**src/sv/stq_pkg.sv**
```systemverilog
// Shared types and constants for the sorted timer queue.
package stq_pkg;

    localparam int DEF_NUM_TIMERS = 16;
    localparam logic [31:0] ALL_ONES = 32'hffff_ffff;
    localparam logic [4:0] TASK_NONE = 5'd16;

    typedef enum logic [2:0] {
        ACT_ALLOC  = 3'd0,
        ACT_FREE   = 3'd1,
        ACT_LOAD   = 3'd2,
        ACT_START  = 3'd3,
        ACT_TICK   = 3'd4,
        ACT_REBASE = 3'd5
    } t_action;

    typedef enum logic [2:0] {
        KIND_ALLOC   = 3'd0,
        KIND_NO_SLOT = 3'd1,
        KIND_DONE    = 3'd2,
        KIND_EXPIRED = 3'd3,
        KIND_TICKED  = 3'd4
    } t_kind;

    typedef enum logic [2:0] {
        CELL_HOLD,
        CELL_REMOVE,
        CELL_INSERT,
        CELL_POP,
        CELL_REBASE,
        CELL_FREE
    } t_cell_op;

    // Command broadcast to every cell of the row.
    typedef struct packed {
        t_cell_op    op;
        logic [31:0] key;
        logic [31:0] base;
    } t_cell_ctrl;

endpackage

```
**src/sv/stq_cell.sv**
```systemverilog
// One position of the ordered timer row: slot number, expiry and flags.
module stq_cell #(
    parameter int SLOT_W = 4
) (
    input  logic                i_clk,
    input  logic                i_rst_n,
    input  stq_pkg::t_cell_ctrl i_ctrl,
    input  logic [SLOT_W-1:0]   i_slot,
    input  logic                i_left_v,
    input  logic                i_left_r,
    input  logic [SLOT_W-1:0]   i_left_s,
    input  logic [31:0]         i_left_e,
    input  logic                i_right_v,
    input  logic                i_right_r,
    input  logic [SLOT_W-1:0]   i_right_s,
    input  logic [31:0]         i_right_e,
    input  logic                i_chain,
    output logic                o_v,
    output logic                o_r,
    output logic [SLOT_W-1:0]   o_s,
    output logic [31:0]         o_e,
    output logic                o_chain
);
    import stq_pkg::*;

    logic              r_v, r_r;
    logic [SLOT_W-1:0] r_s;
    logic [31:0]       r_e;
    logic              n_v, n_r;
    logic [SLOT_W-1:0] n_s;
    logic [31:0]       n_e;
    logic              match;
    logic              fits;

    assign match = r_v && (r_s == i_slot);
    assign fits  = !r_v || (i_ctrl.key <= r_e);

    // Remove and insert: a cell shifts by its left neighbor's chain flag (on remove, also by its own match).
    always_comb begin
        n_v     = r_v;
        n_r     = r_r;
        n_s     = r_s;
        n_e     = r_e;
        o_chain = 1'b0;
        unique case (i_ctrl.op)
            CELL_REMOVE: begin
                o_chain = i_chain || match;
                if (o_chain) begin
                    n_v = i_right_v;
                    n_r = i_right_r;
                    n_s = i_right_s;
                    n_e = i_right_e;
                end
            end
            CELL_INSERT: begin
                o_chain = i_chain || fits;
                if (i_chain) begin
                    n_v = i_left_v;
                    n_r = i_left_r;
                    n_s = i_left_s;
                    n_e = i_left_e;
                end else if (fits) begin
                    n_v = 1'b1;
                    n_r = 1'b1;
                    n_s = i_slot;
                    n_e = i_ctrl.key;
                end
            end
            CELL_POP: begin
                n_v = i_right_v;
                n_r = i_right_r;
                n_s = i_right_s;
                n_e = i_right_e;
            end
            CELL_REBASE: begin
                if (r_v && r_r && (r_e != ALL_ONES)) begin
                    n_e = r_e - i_ctrl.base;
                end
            end
            CELL_FREE: begin
                if (match) begin
                    n_r = 1'b0;
                end
            end
            default: begin
            end
        endcase
    end

    always_ff @(posedge i_clk) begin
        if (!i_rst_n) begin
            r_v <= 1'b0;
            r_r <= 1'b0;
        end else begin
            r_v <= n_v;
            r_r <= n_r;
        end
        r_s <= n_s;
        r_e <= n_e;
    end

    assign o_v = r_v;
    assign o_r = r_r;
    assign o_s = r_s;
    assign o_e = r_e;

endmodule

```
**config.mk**
```make
export PLATFORM = sky130hd
export DESIGN_NAME = stq_cell
export DESIGN_NICKNAME = d
export VERILOG_FILES = /design/src/sv/stq_pkg.sv /design/src/sv/stq_cell.sv
export SDC_FILE = /design/constraint.sdc
export NUM_CORES = 1
export LEC_CHECK = 0
export ABC_AREA = 0
export BUFFER_PORTS_ARGS = -buffer_cell sky130_fd_sc_hd__buf_2
export CORE_MARGIN = 5
export CORE_UTILIZATION = 51
export CTS_CLUSTER_SIZE = 28
export DETAILED_ROUTE_END_ITERATION = 7
export GPL_TIMING_DRIVEN = 0
export PLACE_DENSITY = 0.83
export RECOVER_POWER = 25
export SLEW_MARGIN = 10
export SYNTH_ARGS = -nofsm -noshare
export SYNTH_HDL_FRONTEND = slang
export SYNTH_SLANG_ARGS = --single-unit
export TNS_END_PERCENT = 30
```
**constraint.sdc**
```tcl
create_clock -name i_clk -period 4.1 [get_ports i_clk]
set_clock_uncertainty 0.05 [all_clocks]
set_input_delay 0.205 -clock i_clk [delete_from_list [all_inputs] [get_ports i_clk]]
set_output_delay 0.205 -clock i_clk [all_outputs]
set_load 0.02 [all_outputs]
```
== Word-level counts from Yosys, hierarchy flattened ==
Cells that the tools add are included.

* Register bits: 38
* Input port bits: 150
* Output and inout bits: 39

* Add/sub/neg operators: 1
* Magnitude comparators: 1
* Eq/ne operators: 11
* Mux-type cells: 18
* Reduce and logical (&&, ||, !) cells: 13

{| class="wikitable"
|+ Operators by type and width
! kind !! number
|-
| 32-bit two-way mux || 4
|-
| 32-bit case mux with 4 select lines || 1
|-
| 32-bit less-or-equal comparator || 1
|-
| 32-bit inequality test (second input constant) || 1
|-
| 32-bit subtractor || 1
|-
| 4-bit two-way mux || 3
|-
| 4-bit case mux with 3 select lines || 1
|-
| 4-bit AND reduction || 2
|-
| 4-bit nonzero test || 2
|-
| 3-bit by 2-bit equality test with 1-bit output (second input constant) || 2
|-
| 3-bit equality test (second input constant) || 2
|-
| 1-bit two-way mux || 6
|-
| 2-bit inequality test (second input constant) || 3
|-
| 4-bit equality test || 1
|-
| 1-bit case mux with 4 select lines || 1
|-
| 3-bit by 1-bit equality test with 1-bit output (second input constant) || 1
|-
| 1-bit logical AND || 3
|-
| 1-bit logical OR || 3
|-
| 3-bit inequality test (second input constant) || 1
|-
| 1-bit case mux with 3 select lines || 1
|-
| 3-bit AND reduction || 1
|-
| 3-bit nonzero test || 1
|-
| 1-bit case mux with 2 select lines || 1
|-
| 1-bit logical NOT || 1
|}

== Depth between registers and ports, before layout ==
* Depth after elaboration: 5
* Depth in mapped cells: 12

== Worst setup path before layout ==
No wires, ideal clock.

* Path type: reg2reg
* From: register r_e[1], in the netlist o_e[1]
* To: register r_e[0], in the netlist o_e[0], enable pin
* Library setup time: 390 ps
* Data arrival time: 2944 ps
* Data required time: 3660 ps
* Slack: 716 ps
* Cell stages (with the launch flop): 10
* Clock period less this slack: 3384 ps
* Path through: edfxtp_1 -> inv_1 -> ha_1 -> nor2b_1 -> o211ai_1 -> a21oi_1 -> o311ai_1 -> o211ai_1 -> o41ai_4 -> a41o_1

* Longest elaborated chain between the ends: 4
* Elaborated cells between the ends (all ways): 7
* Classes of those cells: order compare (1); eq/ne (3); reduce/logical (3)

{| class="wikitable"
|+ Ends and longest elaborated chain
! what !! RTL line !! source
|-
| from (decl) || stq_cell.sv:28 || <nowiki>logic [31:0] r_e;</nowiki>
|-
| from (signal assigned) || stq_cell.sv:99 || <nowiki>r_e <= n_e;</nowiki>
|-
| 32-bit less-or-equal comparator or 32-bit inequality test (tied branches) || stq_cell.sv:36, stq_cell.sv:76 ||
|-
| 1-bit logical OR or 1-bit logical AND (tied branches) || stq_cell.sv:36, stq_cell.sv:76 ||
|-
| 3-bit inequality test (no line) or 2-bit inequality test (tied branches) || - ||
|-
| 4-bit AND reduction (no line) * || - ||
|}

Every way passes the cells marked *; elsewhere a longest branch is shown, timed or not.
A chain may end at the register's enable or synchronous reset.

== Final worst setup path ==
* From: register r_e[1], in the netlist o_e[1]
* To: register r_e[20], in the netlist o_e[20], enable pin

Same word-level chain as after synthesis.

==> out/results.ini <==
[cts]
cts_hold_buf = 0
cts.repair.resized = 0
htreeDepth = 2
insertion_delay_ns = 0.29
clkSinkCount = 38
cts_buffers = 5
cts_tree = yes
cts_setup_buffers = 0
root_buffer = clkbuf_8
clockBufferDepth = 2
clk_pin_slew_worst_paths_ns = 0.09

[drt]
first_iter_violations = 269
wl_per_cell_um = 18.5
ant_nets = 0
num_vias = 5321
firstDrtPassIters = 5
drc_errors = 0
via_per_inst = 5.81
wl_mm = 16.9

[logic_synthesis]
ys.flop_type = edfxtp_1
syn_inst = 589
synth_top_family_by_area = compound AO/OA/AOI/OAI gates
synthAdderAreaFrac = 0.164
synth-xor-area-share = 0.0568
synth_nets = 803
async_flop_share = 0
avgSynthCellArea_um2 = 8.38
synth-compound-area-share = 0.247
yosysWarnings = 0
netlist_area_um2 = 4940
yosysUniqueCellTypes = 65
synth-edff-count = 36
seq_area_frac_synth = 0.227
muxShareOfSynthArea = 0.0859
ys_ff_latch = 38
synthSimpleGateAreaFrac = 0.149

[timing]
finalSetupViolCount = 0
post-route-min-period_ns = 3.59
final_hold_viol_count = 0
grt_setup_unrepaired = false
tightest_slew_ns = 1.00
timing.final.ws_setup_ns = 0.513
finalCritPeriodShare = 0.875
relSlewSlack = 0.331
maxSlewViolCount = 0
holdWs_ns = 0.110
timing.setup.tns_ns = 0
fmax_ghz = 0.279

[grt]
grt_max_degree = 33
antenna_found_initial = 0
grt_pass1_vias = 5427
grt_pass1_wl_mm = 26.2
track_usage = 0.283
grt_overflow = 0

[hold_path]
hold_class = input port to flop

[placement]
gp_congestion = 0.966
port_buffers = 186
dp_slack_ns = 0.481
dpl.hpwl_mm = 13.9

[pwr]
power_uw = 1910
leakage_uw = 0.00302
power_density_nw_per_um2 = 312
max-vdd-ir-drop_uv = 153

[die]
rows = 36
die_h_um = 108
ioPinCount = 189
die_width_um = 108
start_util = 0.514
core_um2 = 9590
die_area_um2 = 11700

[worst_setup_path]
critical_path.cell_chain = inv_1, ha_1, nor2b_1, o211ai_1, a21oi_1, o311ai_1, o211ai_1, o41ai_4, a41o_2
path_max_fanout = 32
end_kind = flop
cp_num_buf_inv = 1
arrival_ns = 3.46
start_kind = flop
cp_slowest_cell = a41o_2
slowest_delay_ns = 0.72
crit_required_ns = 3.97
cp_top_family = compound AO/OA/AOI/OAI gates
cpMostUsedCell = o211ai_1
crit_type = flop to flop

[cells_and_area]
insertedDiodeCount = 0
final_nets = 996
drive_above_1_share = 0.245
syn_to_final_growth_pct = 24.4

[job]
maxCapViolations = 0

[status]
status = finished clean

==> Yosys cell counts, types with 15 or more instances <==
cell type / count / share of area
nand4_1: 17 / 0.022
mux2i_1: 39 / 0.079
edfxtp_1: 36 / 0.22
o21ai_0: 16 / 0.016
nand2_1: 59 / 0.045
o221ai_1: 24 / 0.043
a21oi_1: 57 / 0.058
a21o_1: 15 / 0.023
xnor2_1: 22 / 0.039
inv_1: 72 / 0.055
ha_1: 63 / 0.16
nor2_1: 33 / 0.025
==> through the flow <==
stage / util / cells / area (um^2)
5_1_grt: 0.640 / 916 / 6140
3_3_place_gp: 0.629 / 908 / 6030
3_5_place_dp: 0.629 / 908 / 6030
6_report: 0.640 / 916 / 6140
2_1_floorplan: - / 589 / 4940
4_1_cts: 0.644 / 916 / 6180
==> report_power, final <==
part / switching [uW] / leakage, uW / internal [uW] / total (uW)
clock: 150 / 0.0000714 / 260 / 410
sequential: 64.2 / 0.000370 / 493 / 557
combinational: 556 / 0.00257 / 391 / 947
==> kinds of logic after synthesis <==
group	count (synthesis)
xor gates and xnor gates	32
buffers and inverters	91
and+or+nand+nor	155
DFF	38
muxes	42
AOI/OAI and AO/OA	167
adders and majority gates	64
==> metal layers <==
layer  routed length, um  GRT usage  up-vias
met5                   0          0        -
met4                 439     0.0992        0
met3                1420     0.0543       36
met2                8040      0.485      248
met1                7020      0.355     2479
li1                    -          -     2558
==> cells in the final DEF, fill, tap and decap left out, types with 4 or more instances in the layout <==
cell      count
nand2b_1      4
o21ai_2       4
ha_1         63
clkbuf_1     42
nand4_1      17
o21ai_0      16
a21oi_1      57
o21ai_1       5
edfxtp_1     36
inv_1        72
nand2_1      59
buf_2       159
clkbuf_8      6
a21o_1       15
o221ai_1     24
xor2_1       10
nor2_1       33
nor3_1        7
nor2b_1       8
xnor2_1      22
nand3_1       7
a31oi_1       4
mux2i_1      39
==> flip-flops by register name, indices dropped and copies added (netlist names) <==
name,flops
o_r,1
o_v,1
o_e,32
o_s,4
==> final timing paths <==
kind	slack, ns	depth (start not counted)	end	startpoint
worst max register to register	0.51	9	o_e[20]$_DFFE_PP_	o_e[1]$_DFFE_PP_
worst max-delay path	0.51	9	o_e[20]$_DFFE_PP_	o_e[1]$_DFFE_PP_
worst min register to register	0.44	2	o_r$_SDFFE_PN0P_	o_r$_SDFFE_PN0P_
worst min-delay path	0.11	2	o_v$_SDFFE_PN0P_	i_rst_n
==> area by class of cell <==
cell class              count  area [um^2]
plain buffers              19         76.3
inverters                  72          270
flip-flops and latches     38         1120
multi-input cells         460         3470
well taps                 133          166
clock buffers               6         82.6
fillers                   897         3450
repair buffers            186          896
clock inverters             2         60.1
No activity file was read; power rests on OpenSTA's default activity.
